<file path="src/rtl/small_cell_velocity_correction_assert.svh">
// Assertion macros shared by the small-cell velocity correction RTL.
`ifndef SMALL_CELL_VELOCITY_CORRECTION_ASSERT_SVH
`define SMALL_CELL_VELOCITY_CORRECTION_ASSERT_SVH

// Same-cycle implication, held off during reset.
`define SCVC_ASSERT_NOW(label, clk, rst_n, ante, cons) \
  label: assert property (@(posedge clk) disable iff (!rst_n) (ante) |-> (cons)) \
    else $error("scvc: same-cycle check failed");

// Next-cycle implication, held off during reset.
`define SCVC_ASSERT_NEXT(label, clk, rst_n, ante, cons) \
  label: assert property (@(posedge clk) disable iff (!rst_n) (ante) |=> (cons)) \
    else $error("scvc: next-cycle check failed");

`endif

</file>
<file path="src/rtl/scvc_pkg.sv">
`timescale 1ns / 1ps
// Shared constants and types for the small-cell velocity correction block.
package scvc_pkg;

  localparam int VEL_WIDTH_DEF = 24;
  localparam int FRAC_BITS_DEF = 16;
  localparam int QUEUE_DEPTH   = 4;

  localparam logic [1:0] AXIS_X = 2'd0;
  localparam logic [1:0] AXIS_Y = 2'd1;

  localparam logic CFG_THRESHOLD = 1'b0;
  localparam logic CFG_WALL_MODE = 1'b1;

  typedef struct packed {
    logic corrected;
    logic use_div;
  } cls_t;

  localparam int CLS_WIDTH = $bits(cls_t);

endpackage

</file>
<file path="src/rtl/scvc_front.sv">
`timescale 1ns / 1ps
// Front end: classifies an incoming cell and works out the non-divide result.
module scvc_front #(
  parameter int VEL_WIDTH = scvc_pkg::VEL_WIDTH_DEF,
  parameter int FRAC_BITS = scvc_pkg::FRAC_BITS_DEF
) (
  input  logic [1:0]                  axis,
  input  logic [FRAC_BITS:0]          volume_fraction,
  input  logic [FRAC_BITS:0]          area_low,
  input  logic [FRAC_BITS:0]          area_high,
  input  logic signed [VEL_WIDTH-1:0] old_velocity,
  input  logic signed [VEL_WIDTH-1:0] wall_vel_x,
  input  logic signed [VEL_WIDTH-1:0] wall_vel_y,
  input  logic signed [VEL_WIDTH-1:0] wall_vel_z,
  input  logic [FRAC_BITS:0]          threshold,
  input  logic                        wall_mode,
  output scvc_pkg::cls_t              cls,
  output logic [VEL_WIDTH-1:0]        byp_vel
);
  import scvc_pkg::*;

  logic                        in_range;
  logic                        zero_area;
  logic                        moving;
  logic signed [VEL_WIDTH-1:0] wall;
  logic signed [VEL_WIDTH-1:0] clamp_val;

  always_comb begin
    case (axis)
      AXIS_X:  wall = wall_vel_x;
      AXIS_Y:  wall = wall_vel_y;
      default: wall = wall_vel_z;
    endcase
  end

  assign in_range  = (volume_fraction != '0) && (volume_fraction < threshold);
  assign zero_area = (area_low == '0) && (area_high == '0);
  assign moving    = wall_mode && (wall != '0);

  // negative wall: max(old, wall); positive wall: min(old, wall)
  always_comb begin
    if (wall[VEL_WIDTH-1]) begin
      clamp_val = (old_velocity > wall) ? old_velocity : wall;
    end else begin
      clamp_val = (old_velocity < wall) ? old_velocity : wall;
    end
  end

  always_comb begin
    cls.corrected = in_range;
    cls.use_div   = in_range && !moving && !zero_area;
    if (!in_range) begin
      byp_vel = old_velocity;
    end else if (moving) begin
      byp_vel = clamp_val;
    end else if (zero_area) begin
      byp_vel = '0;
    end else begin
      byp_vel = old_velocity;
    end
  end

endmodule

</file>
<file path="config.mk">
export PLATFORM = sky130hd
export DESIGN_NAME = scvc_front
export DESIGN_NICKNAME = d
export VERILOG_FILES = /design/src/rtl/small_cell_velocity_correction_assert.svh /design/src/rtl/scvc_pkg.sv /design/src/rtl/scvc_front.sv
export SDC_FILE = /design/constraint.sdc
export NUM_CORES = 1
export LEC_CHECK = 0
export BUFFER_PORTS_ARGS = -buffer_cell sky130_fd_sc_hd__buf_4
export CAP_MARGIN = 20
export CORE_MARGIN = 2
export CORE_UTILIZATION = 33
export DETAILED_ROUTE_END_ITERATION = 16
export MAX_ROUTING_LAYER = met4
export PLACE_DENSITY = 0.71
export SYNTH_ARGS = -nofsm -noshare
export SYNTH_HDL_FRONTEND = slang
export SYNTH_SLANG_ARGS = --single-unit
</file>
<file path="constraint.sdc">
create_clock -name vclk -period 4.1
set_input_delay 0 -clock vclk [all_inputs]
set_output_delay 0 -clock vclk [all_outputs]
set_load 0.03 [all_outputs]
</file>
==> results.md <==
* Vias in the first global route at between 2000 and 3000
* DIE AREA at 0.00753 mm²
* Worst VDD drop at around 0.00009 V
* Power, Total at between 500 and 600 µW
* Min-delay src: old_velocity[23]
* I/O pin count at between 150 and 200
* Hold_ws at between 0.3 and 0.4 ns
* Worst path most repeated cell: buf_4
* CP Max Fanout at 24
* Mapped Cells at around 280
* Vias/cell at 5.33
* IO buf count at a little under 200
* 1st-iter DRT viols at 84
* Post-layout min period at about 3.7 ns
* # clk buffers at 0
* Worst path max stage delay at just under 0.5 ns
* Worst hold path cell count at 3
* # resized after CTS at 0
* GPL Wtd Cong at approximately 0.86
* Syn_area_per_cell at between 8 and 9 µm²
* WL final at roughly 8.5 mm
* Post-detailed-route wirelength per cell at around 16 µm
* Largest net degree at the start of global routing at 28
* Cells along the critical path: buf_4 -> mux2_1 -> mux2i_1 -> ha_1 -> a21o_1 -> a221o_1 -> a311o_1 -> or4b_1 -> o211ai_2 -> and2_1 -> buf_4 -> o32ai_1 -> buf_4
* RSZ-0062 raised after global routing: no
* Distinct cells, synth at between 50 and 60
* Leak at between 0.002 and 0.0025 µW
* Setup TNS at 0 ns
* Seq. cell area at 0 µm²
* Syn_nets at ~480
* Max Slew Vio Count at 0
* Initial antenna violation count at 0
* Seq cells at 0
* Postcts setup bufs at 0
* Worst rel slew slack at roughly 56%
* Layout Nets at 670
* Die width at 86.8 µm
* Mapped cell area at 0.00226 mm²
* Drt pass-1 iters at 4
* # DRC at 0
* Total gr overflow at 0
* Rows at 30
* Detail Route Antenna Nets at 0
* Hold Vio Cnt, Final at 0
* Hold EP: byp_vel[23]
* Starting Density at 33.6%
* Post-route setup slack at about 0.38 ns
* Min-Delay Path Class: primary input to output port
* WP data arrival at 3.72 ns
* # setup viols final at 0
* Pre-CTS setup slack at between 0.3 and 0.4 ns
* Status: completed
* Diode count at 0
* Slowest-stage cell, CP: or4b_1
* Setup crit end kind: output port
* Pwr Density at between 100 and 150 mW/mm²
* MaxCap Viol Count at 0
* CP required at just over 4 ns
* Startpoint types: primary input
* Tcrit/Tclk final at 90.6%
* Die Height at just under 90 µm
* Global-route wire length before repair at roughly 13 mm
* Post-DP HPWL at 7.50 mm
* Area grow syn2layout at 66.9%
* Number of fill cells in the layout at 652
* Warnings, synthesis at 0
* Setup Crit Path Kind: primary input to output port
* Post-synthesis sequential area ratio at 0%
* Tot GR Track Use at 21.4%
* Post-CTS Hold Fix Bufs at 0
* Core box area at 0.00672 mm²
* Worst-margin pin slew at between 0.6 and 0.7 ns
* Total number of vias at slightly below 3000
* Max Fclk at 0.269 GHz
* Layout cells sized above 1 at a little under half
==> cell type report <==
| type | count | area (µm²) | share of cell area [%] |
|---|---|---|---|
| Tap cell | 80 | 100 | 2.65 |
| Multi-Input combinational cell | 219 | 2010 | 53.3 |
| Inverter | 43 | 161 | 4.28 |
| Timing Repair Buffer | 200 | 1500 | 39.8 |
==> layer usage <==
metal	share of wire (%)	wire length, µm	track usage, %	vias to the layer above
met5	0	0	-	-
met4	1.7	141	3.13	0
met3	5.9	499	1.33	12
met2	50	4220	37.9	109
met1	43	3640	27.3	1302
li1	-	-	-	1468
==> through the flow <==
stage / std cells / utilization (%) / instance area [µm²]
after floorplan: 276 / - / 2260
after global placement: 542 / 56.1 / 3770
after detailed placement: 542 / 56.1 / 3770
after CTS: 542 / 56.1 / 3770
after global routing: 542 / 56.1 / 3770
final: 542 / 56.1 / 3770
==> cell usage in the layout, fill, tap and decap left out, drive strengths merged, types with 2 or more instances in the layout <==
cell	count
mux2	24
a211o	2
nand4	14
a21o	11
o32ai	23
buf	200
nor3	2
nand2	4
and4	4
nand3	4
nand2b	3
inv	43
mux2i	23
o211ai	4
o41a	2
nor4	11
a21boi	2
or4	2
nor2	4
o21a	3
o21ai	4
o31ai	2
a211oi	2
a31oi	4
and3	2
ha	39
a21oi	9
and2	2
==> power breakdown <==
part           internal [µW]  switching [µW]
Clock                      0               0
Sequential                 0               0
Combinational            262             274
==> Yosys cell counts, drive strengths merged (4+ instances only) <==
master  instances  area (µm²)
a21oi           9        45.0
nand4          14        87.6
nor4           11        68.8
nand3           4        20.0
nor2            4        15.0
o21ai           4        23.8
and4            4        35.0
nand2           4        15.0
o32ai          23         201
mux2i          23         246
mux2           24         274
inv            43         161
a21o           11        82.6
buf            10        75.1
clkbuf          4        15.0
ha             39         488
a31oi           4        40.0
o211ai          4        40.0
==> worst max-delay path: cells and delay by family <==
| family | cells | cell delay (ns) |
|---|---|---|
| AND/OR/NAND/NOR | 2 | 0.80 |
| multiplexers | 2 | 0.61 |
| adder cells (fa/ha/maj) | 1 | 0.30 |
| AO/OA/AOI/OAI | 5 | 1.19 |
| buffers and inverters | 3 | 0.81 |
==> cells by family (layout without fill, tap and decap cells) <==
kind of cell             count (synthesis)  count (layout)  share of synthesized area, %
AND/OR/NAND/NOR                         57              57                          15.9
buffers and inverters                   57             243                          11.1
multiplexers                            47              47                          23.0
AO/OA/AOI/OAI                           76              76                          28.4
adder cells (fa/ha/maj)                 39              39                          21.6
==> how the worst max path moves through the flow <==
stage,startpoint,end
after floorplan,axis[1],byp_vel[10]
after global placement,axis[0],byp_vel[0]
after detailed placement,axis[0],byp_vel[11]
after CTS,axis[0],byp_vel[11]
after global routing,axis[0],byp_vel[11]
final,axis[0],byp_vel[11]
(Power assumes the default switching activity.)
