**src/rtl/small_cell_velocity_correction_assert.svh**
```systemverilog
// Assertion macros shared by the small-cell velocity correction RTL.
`ifndef SMALL_CELL_VELOCITY_CORRECTION_ASSERT_SVH
`define SMALL_CELL_VELOCITY_CORRECTION_ASSERT_SVH

// Same-cycle implication, held off during reset.
`define SCVC_ASSERT_NOW(label, clk, rst_n, ante, cons) \
  label: assert property (@(posedge clk) disable iff (!rst_n) (ante) |-> (cons)) \
    else $error("scvc: same-cycle check failed");

// Next-cycle implication, held off during reset.
`define SCVC_ASSERT_NEXT(label, clk, rst_n, ante, cons) \
  label: assert property (@(posedge clk) disable iff (!rst_n) (ante) |=> (cons)) \
    else $error("scvc: next-cycle check failed");

`endif

```
**src/rtl/scvc_pkg.sv**
```systemverilog
`timescale 1ns / 1ps
// Shared constants and types for the small-cell velocity correction block.
package scvc_pkg;

  localparam int VEL_WIDTH_DEF = 24;
  localparam int FRAC_BITS_DEF = 16;
  localparam int QUEUE_DEPTH   = 4;

  localparam logic [1:0] AXIS_X = 2'd0;
  localparam logic [1:0] AXIS_Y = 2'd1;

  localparam logic CFG_THRESHOLD = 1'b0;
  localparam logic CFG_WALL_MODE = 1'b1;

  typedef struct packed {
    logic corrected;
    logic use_div;
  } cls_t;

  localparam int CLS_WIDTH = $bits(cls_t);

endpackage

```
**src/rtl/scvc_queue.sv**
```systemverilog
`timescale 1ns / 1ps
// Short FIFO between the classifying front end and the divide back end.
`include "small_cell_velocity_correction_assert.svh"
module scvc_queue #(
  parameter int WIDTH = 8
) (
  input  logic             clk,
  input  logic             rst_n,
  input  logic             push,
  input  logic [WIDTH-1:0] wdata,
  output logic             full,
  input  logic             pop,
  output logic [WIDTH-1:0] rdata,
  output logic             empty
);
  import scvc_pkg::*;

  localparam int DEPTH = QUEUE_DEPTH;
  localparam int PTR_W = $clog2(DEPTH);
  localparam int CNT_W = $clog2(DEPTH + 1);

  logic [WIDTH-1:0] mem_r [DEPTH];
  logic [PTR_W-1:0] wr_ptr_r;
  logic [PTR_W-1:0] rd_ptr_r;
  logic [CNT_W-1:0] cnt_r;
  logic [CNT_W-1:0] cnt_nxt;
  logic             wr_en;
  logic             rd_en;

  assign full  = (cnt_r == CNT_W'(DEPTH));
  assign empty = (cnt_r == '0);
  assign wr_en = push && !full;
  assign rd_en = pop && !empty;
  assign rdata = mem_r[rd_ptr_r];

  always_comb begin
    case ({wr_en, rd_en})
      2'b10:   cnt_nxt = cnt_r + 1'b1;
      2'b01:   cnt_nxt = cnt_r - 1'b1;
      default: cnt_nxt = cnt_r;
    endcase
  end

  always_ff @(posedge clk) begin
    if (!rst_n) begin
      wr_ptr_r <= '0;
      rd_ptr_r <= '0;
      cnt_r    <= '0;
    end else begin
      cnt_r <= cnt_nxt;
      if (wr_en) begin
        wr_ptr_r <= wr_ptr_r + 1'b1;
      end
      if (rd_en) begin
        rd_ptr_r <= rd_ptr_r + 1'b1;
      end
    end
  end

  always_ff @(posedge clk) begin
    if (wr_en) begin
      mem_r[wr_ptr_r] <= wdata;
    end
  end

  `SCVC_ASSERT_NOW(a_cnt_bound, clk, rst_n, 1'b1, cnt_r <= CNT_W'(DEPTH))
  `SCVC_ASSERT_NEXT(a_cnt_inc, clk, rst_n, wr_en && !rd_en, cnt_r == $past(cnt_r) + 1'b1)
  `SCVC_ASSERT_NEXT(a_cnt_dec, clk, rst_n, rd_en && !wr_en, cnt_r == $past(cnt_r) - 1'b1)

endmodule

```
**config.mk**
```make
export PLATFORM = sky130hd
export DESIGN_NAME = scvc_queue
export DESIGN_NICKNAME = d
export VERILOG_FILES = /design/src/rtl/scvc_pkg.sv /design/src/rtl/scvc_queue.sv
export VERILOG_INCLUDE_DIRS = /design/src /design/src/rtl
export SDC_FILE = /design/constraint.sdc
export NUM_CORES = 1
export LEC_CHECK = 0
export BUFFER_PORTS_ARGS = -buffer_cell sky130_fd_sc_hd__buf_2
export CELL_PAD_IN_SITES_DETAIL_PLACEMENT = 1
export CELL_PAD_IN_SITES_GLOBAL_PLACEMENT = 2
export CORE_ASPECT_RATIO = 0.75
export CORE_UTILIZATION = 41
export CTS_CLUSTER_SIZE = 40
export DETAILED_ROUTE_END_ITERATION = 8
export GPL_TIMING_DRIVEN = 0
export HOLD_SLACK_MARGIN = 0.08
export PLACE_DENSITY = 0.82
export SETUP_SLACK_MARGIN = 0.1
export SLEW_MARGIN = 40
export SYNTH_ARGS = -nofsm -noshare
export SYNTH_HDL_FRONTEND = slang
export SYNTH_SLANG_ARGS = --single-unit
```
**constraint.sdc**
```tcl
create_clock -name clk -period 2.45 [get_ports clk]
set_input_delay 0.49 -clock clk [delete_from_list [all_inputs] [get_ports clk]]
set_output_delay 0.49 -clock clk [all_outputs]
set_load 0.02 [all_outputs]
```
==> results of run 1 <==
## through the flow
step | worst slack [ps] | instances | total power [uW]
finish | 287.4 | 176 | 1881
global route | 138.4 | 176 | 1989
CTS | 263.8 | 176 | 1910
detailed placement | 213.1 | 168 | 1503
global placement | 289.5 | 168 | 1472
floorplan | 239.7 | 96 | 1329
## logic make-up after synthesis
family,after synthesis,share of synthesized area [%]
flip-flops,41,69.41
AND/OR/NAND/NOR,20,7.458
buffers and inverters,10,2.435
multiplexers,10,12.18
AO/OA/AOI/OAI,7,2.435
adder cells (fa/ha/maj),6,5.023
XOR/XNOR,2,1.066
## worst paths after layout
| path | end | start | cells after the start |
|---|---|---|---|
| max | cnt_r[2] | cnt_r[2] | 10 |
| min | mem_r[3][6] | wdata[6] | 1 |
| max reg2reg | cnt_r[2] | cnt_r[2] | 10 |
| min reg2reg | rd_ptr_r[0] | rd_ptr_r[0] | 2 |
## flip-flops by register name, summed over array words and instances, names as in the netlist, named ones only
signal / flops
mem_r: 32
rd_ptr_r: 2
cnt_r: 3
wr_ptr_r: 2
## critical path, stage by stage (launching register included)
cell and delay [ps]:
dfxtp_1 380, nor3b_2 200, nor2b_1 70, buf_2 170
inv_2 60, ha_1 170, inv_1 60, fa_1 380
xor2_1 160, or3_1 310, a21boi_1 140
## layout by cell type (no fill, tap or decap), drive strengths merged, types with 3 or more instances in the layout
cell / netlist / routed
edfxtp: 32 / 32
buf: 2 / 22
dfxtp: 9 / 9
mux4: 8 / 8
nand2: 7 / 7
clkbuf: 2 / 7
and2: 6 / 6
inv: 6 / 6
o21ai: 5 / 5
ha: 5 / 5
clkinv: 0 / 3
## report_power, final
part	switching, uW	internal [uW]	leakage [uW]
logic	322	245	0.000260
registers	53.0	850	0.000367
clock network	218	192	0.0000430
total	594	1290	0.000670
## layer usage
layer	share of wire [%]	wire (um)
met1	45	1249
met4	0.94	26
met2	51	1402
met3	3.1	86
met5	0	0
## layout make-up
type,count,area [sq um],area share [%]
clock inverters,3,12.51,0.6618
plain buffers,4,17.52,0.9265
well taps,52,65.06,3.441
multi-input cells,45,462.9,24.49
inverters,6,22.52,1.191
repair buffers,20,100.1,5.295
clock buffers,5,68.82,3.640
flip-flops and latches,41,1141,60.36
==> key figures, run 1 <==
Clock tree
  – Clk slew on worst S/H paths: 70 ps
  – CTS Hold Bufs: 0
  – Root buffer cell: clkbuf_8
  – Clock Path Buffers: 2
  – Setup bufs post-CTS: 0
  – TritonCTS clock tree: built
  – CTS sink count: 41
  – CTS buffer count: 5
  – CTS H-tree lvls: 2
  – Post-CTS sizing: 0
  – Clock Latency Late Sink: 290 ps

Yosys
  – Yosys top cell by area: edfxtp_1
  – Cell Area, Synth: ~1600 sq um
  – Most frequent cell after synthesis: edfxtp_1
  – Post-synthesis cell type count: 21
  – Post-synthesis cell count: 96
  – Number of synthesized flops with an enable pin: 32
  – Post-synth ARST share: 0%
  – Yosys warns: 0
  – Flops & latches, synth: 41
  – Main area contributors after synthesis: edfxtp_1 58%, dfxtp_1 11%, mux4_2 11%, ha_1 3.8%, and2_1 2.3%
  – Post-synth top flop: edfxtp_1
  – Syn_area_per_cell: 17.13 sq um
  – Sequential-to-total area share from yosys stat: 69.41%
  – Commonest cells post-synth: 32 x edfxtp_1, 9 x dfxtp_1, 8 x mux4_2
  – Post-synth top area share: 58.45%
  – Syn_nets: 114

Detailed routing
  – # DRC: 0
  – Vias: 870
  – Detail Route Antenna Nets: 0
  – Wirelength per Cell: around 16 um
  – Routed vias/inst: 4.943
  – First drt pass iteration count: 4
  – Initial drt markers: 45
  – Routed wire length: 2764 um

Die
  – Die height: 56.84 um
  – I/O pins: 22
  – Core area: 3756 sq um
  – Die area: 4270 sq um
  – Starting Density: 43.77%
  – Row cnt: 19
  – Die W: 75.12 um

Timing
  – Setup TNS: 0 ps
  – Fmax: 0.4624 GHz
  – RSZ-0062 raised after global routing: no
  – Min Tclk post-route: 2163 ps
  – Setup violations, final: 0
  – Fin crit share: 88.27%
  – Final hold slack: 421.0 ps
  – Worst slew pin tran: 523.3 ps
  – Skew final: 6.858 ps
  – Worst relative slew slack: about two thirds
  – Fin. Hold Viols: 0
  – Max-slew violation count: 0

Run status
  – Outcome: finished, final reports clean

Critical path
  – Maximum fanout along the worst path: 7
  – Crit start category: flip-flop
  – Worst Path Arrival: 2380 ps
  – WP data required: 2670 ps
  – CP endpoint kind: flip-flop
  – FF-to-FF setup slack: 290 ps
  – Crit Path Class: flip-flop to flip-flop

Place
  – Routability cong.: roughly 0.7
  – Placement-stage cell area: around 1800 sq um
  – # port buffers: 20

Final layout
  – Util after Layout: ~50%
  – Final nets: 141
  – # fillers: 395
  – Final Cell Area: 1891 sq um
  – Area delta synth->final: 14.99%
  – Fraction of layout cells with a size suffix above 1: 31.45%
  – Ant. Diodes: 0

Global route
  – Largest net degree at the start of global routing: 13
  – GRT met1 Usage: 18.29%
  – Vias in the first global route: roughly 930
  – GR Layer Usage met3: 4.847%
  – Grt met2 use: 24.32%
  – Busiest grt layer: met2
  – Total track usage: around 15%
  – Antenna violations before repair: 0
  – First-pass GRT wire length: 4422 um
  – Grt ovf: 0

Min path
  – Worst hold path class: input port to flip-flop

Power and ir drop
  – Leakage dissipation: 0.0006701 uW
  – Pwr/cell area: between 900 and 1000 nW/um^2
  – Peak VDD IR: 0.5064 mV

Flow run
  – Max Cap Viol: 0
Power figures use the tool's default switching activity.
==> run 2: changes to the inputs <==
Settings changed: ABC_AREA set to 1, CORE_UTILIZATION 41 to 37, SLEW_MARGIN 40 to 20.
==> key figures, run 2 <==
Run status
  – Outcome: finished, final reports clean

Yosys
  – Post-synthesis cell type count: 18 (-14%)
  – Post-synth top area share: 56.80% (-1.6 points)
  – Post-synthesis cell count: 146 (+52%)
  – Number of synthesized flops with an enable pin: 32 (unchanged)
  – Main area contributors after synthesis: edfxtp_1 57%, dfxtp_1 11%, nor2_1 5.5%, inv_1 4.2%, o21ai_0 4.1%
  – Sequential-to-total area share from yosys stat: 67.46% (-2.0 points)
  – Most frequent cell after synthesis: edfxtp_1
  – Flops & latches, synth: 41 (unchanged)
  – Yosys top cell by area: edfxtp_1
  – Cell Area, Synth: 1692 sq um (+2.9%)
  – Post-synth ARST share: 0% (unchanged)
  – Commonest cells post-synth: 32 x edfxtp_1, 25 x nor2_1, 19 x inv_1
  – Yosys warns: 0 (unchanged)
  – Syn_area_per_cell: 11.59 sq um (-32%)
  – Syn_nets: 164 (+44%)
  – Post-synth top flop: edfxtp_1

Flow run
  – Max Cap Viol: 0 (unchanged)

Critical path
  – Worst path cell trace: inv_2 > buf_6 > o21ai_2 > o22ai_1 > buf_2
  – Worst Path Arrival: 1500 ps (-880 ps)
  – WP buf/inv: 3 (unchanged)
  – Maximum fanout along the worst path: 10 (+3)
  – Crit start category: flip-flop
  – Max stage delay on crit path: 510 ps (+130 ps)
  – CP endpoint kind: output pin
  – Worst path slowest cell: dfxtp_1
  – Family with the most delay on the worst path: flip-flops
  – Crit Path Class: flip-flop to output pin
  – WP data required: 1960 ps (-710 ps)
  – Worst R2R Start: cnt_r[1]

Final layout
  – Max reg flops: 32 (unchanged)
  – Most frequent cells in the layout: 32 x edfxtp_1, 25 x nor2_1, 21 x buf_2
  – Ant. Diodes: 0 (unchanged)
  – Fraction of layout cells with a size suffix above 1: 21.71% (-9.7 points)
  – Top reg by flops: mem_r
  – Commonest non-fill, non-tap cell in the layout: edfxtp_1
  – Final nets: 192 (+36%)
  – Area delta synth->final: 16.79%
  – Biggest regs: mem_r (32), cnt_r (3)
  – # fillers: 476 (+21%)

Timing
  – Worst slew pin tran: 861.6 ps (+338.3 ps)
  – Fmax: 0.5021 GHz (+8.6%)
  – Fin. Hold Viols: 0 (unchanged)
  – Setup violations, final: 0 (unchanged)
  – Min Tclk post-route: 1992 ps (-170.9 ps)
  – Setup TNS: 0 ps (unchanged)
  – Fin crit share: 81.29% (-7.0 points)
  – Final hold slack: 406.9 ps (-14.07 ps)
  – RSZ-0062 raised after global routing: no
  – Skew final: 5.052 ps (-1.807 ps)
  – Max-slew violation count: 0 (unchanged)
  – Worst relative slew slack: 42.35% (-23 points)

Die
  – Die height: 60.56 um (+6.5%)
  – Starting Density: 40.24% (-3.5 points)
  – Die area: 4849 sq um (+14%)
  – Row cnt: 20 (+1)
  – Die W: 80.08 um (+6.6%)
  – Core area: 4204 sq um (+12%)
  – I/O pins: 22 (unchanged)

Clock tree
  – CTS sink count: 41 (unchanged)
  – Clock Path Buffers: 2 (unchanged)
  – CTS H-tree lvls: 2 (unchanged)
  – Clk slew on worst S/H paths: 80 ps (about the same)
  – CTS Hold Bufs: 0 (unchanged)
  – Setup bufs post-CTS: 0 (unchanged)
  – Root buffer cell: clkbuf_8
  – TritonCTS clock tree: built
  – Clock Latency Late Sink: 290 ps (about the same)
  – CTS buffer count: 5 (unchanged)
  – Post-CTS sizing: 0 (unchanged)

Detailed routing
  – Routed vias/inst: 4.891 (-1.0%)
  – Wirelength per Cell: 15.20 um (-3.2%)
  – Detail Route Antenna Nets: 0 (unchanged)
  – # DRC: 0 (unchanged)
  – Routed wire length: 3497 um (+27%)
  – Initial drt markers: 77 (+71%)
  – First drt pass iteration count: 4 (unchanged)
  – Vias: 1125 (+29%)

Global route
  – Largest net degree at the start of global routing: 14 (+1)
  – First-pass GRT wire length: 5685 um (+29%)
  – Total track usage: 16.87% (+2.0 points)
  – Antenna violations before repair: 0 (unchanged)
  – Grt ovf: 0 (unchanged)
  – Vias in the first global route: 1163 (+25%)

Place
  – Dpl hpwl: between 2000 and 3000 um
  – # port buffers: 21 (+5.0%)
  – Routability cong.: 0.7888 (+14%)

Power and ir drop
  – Leakage dissipation: 0.0007736 uW (+15%)
  – Pwr/cell area: 1039 nW/um^2 (+4.5%)
  – Total chip power: 2054 uW (+9.2%)
  – Peak VDD IR: 0.3741 mV (-26%)

Min path
  – Min-delay src: wdata[1]
  – Worst hold path class: input port to flip-flop
run 2: changes by cell type after synthesis, moves of 5 or more:
| cell | change |
|---|---|
| inv_1 | +14 |
| nand2_1 | +5 |
| mux4_2 | -8 |
| o22ai_1 | +8 |
| nand3_1 | +5 |
| nor2_1 | +25 |
| o21ai_0 | +9 |
| a21oi_1 | +5 |
| and2_1 | -6 |
run 2: cell type report:
| cell class | count | area, sq um | area share, % |
|---|---|---|---|
| Clock inverter | 3 | 41.29 | 2.090 |
| Inverter | 20 | 75.07 | 3.800 |
| Clock buffer | 5 | 68.82 | 3.483 |
| Sequential cell | 41 | 1141 | 57.76 |
| Tap cell | 55 | 68.82 | 3.483 |
| Buffer | 2 | 22.52 | 1.140 |
| Timing Repair Buffer | 21 | 105.1 | 5.320 |
| Multi-Input combinational cell | 83 | 452.9 | 22.93 |
run 2: metrics by stage:
| step | utilization, % | cell area (sq um) | setup WS (ps) | std cells |
|---|---|---|---|---|
| 2_1_floorplan | - | 1692 | 836.0 | 146 |
| 3_3_place_gp | 44.38 | 1866 | 672.3 | 222 |
| 3_5_place_dp | 44.38 | 1866 | 565.2 | 222 |
| 4_1_cts | 46.99 | 1976 | 424.1 | 230 |
| 5_1_grt | 46.99 | 1976 | 327.3 | 230 |
| 6_report | 46.99 | 1976 | 458.3 | 230 |
run 2: where the power goes:
group	internal, uW	switching, uW	leakage, uW
Sequential	839	59.3	0.000368
Combinational	209	421	0.000354
Clock	300	225	0.0000518
run 2: kinds of logic after synthesis:
| group | after synthesis | synth area share, % |
|---|---|---|
| AO/OA/AOI/OAI | 31 | 10.43 |
| adder cells (fa/ha/maj) | 6 | 4.882 |
| buffers and inverters | 22 | 5.769 |
| flip-flops | 41 | 67.46 |
| AND/OR/NAND/NOR | 46 | 11.46 |
run 2: worst paths after layout:
kind,end,cells after the start,slack (ps)
worst min register to register,rd_ptr_r[1],2,510
worst max-delay path,rdata[5],5,460
worst max register to register,cnt_r[2],12,610
worst min-delay path,mem_r[2][1],1,410
run 2: per-layer routing:
| layer | vias up | part of all wire, % | global-route usage (%) |
|---|---|---|---|
| met3 | 2 | 3.0 | 6.316 |
| met5 | - | 0 | 0 |
| li1 | 556 | - | - |
| met4 | 0 | 0.66 | 3.061 |
| met1 | 551 | 46 | 19.88 |
| met2 | 16 | 51 | 30.28 |
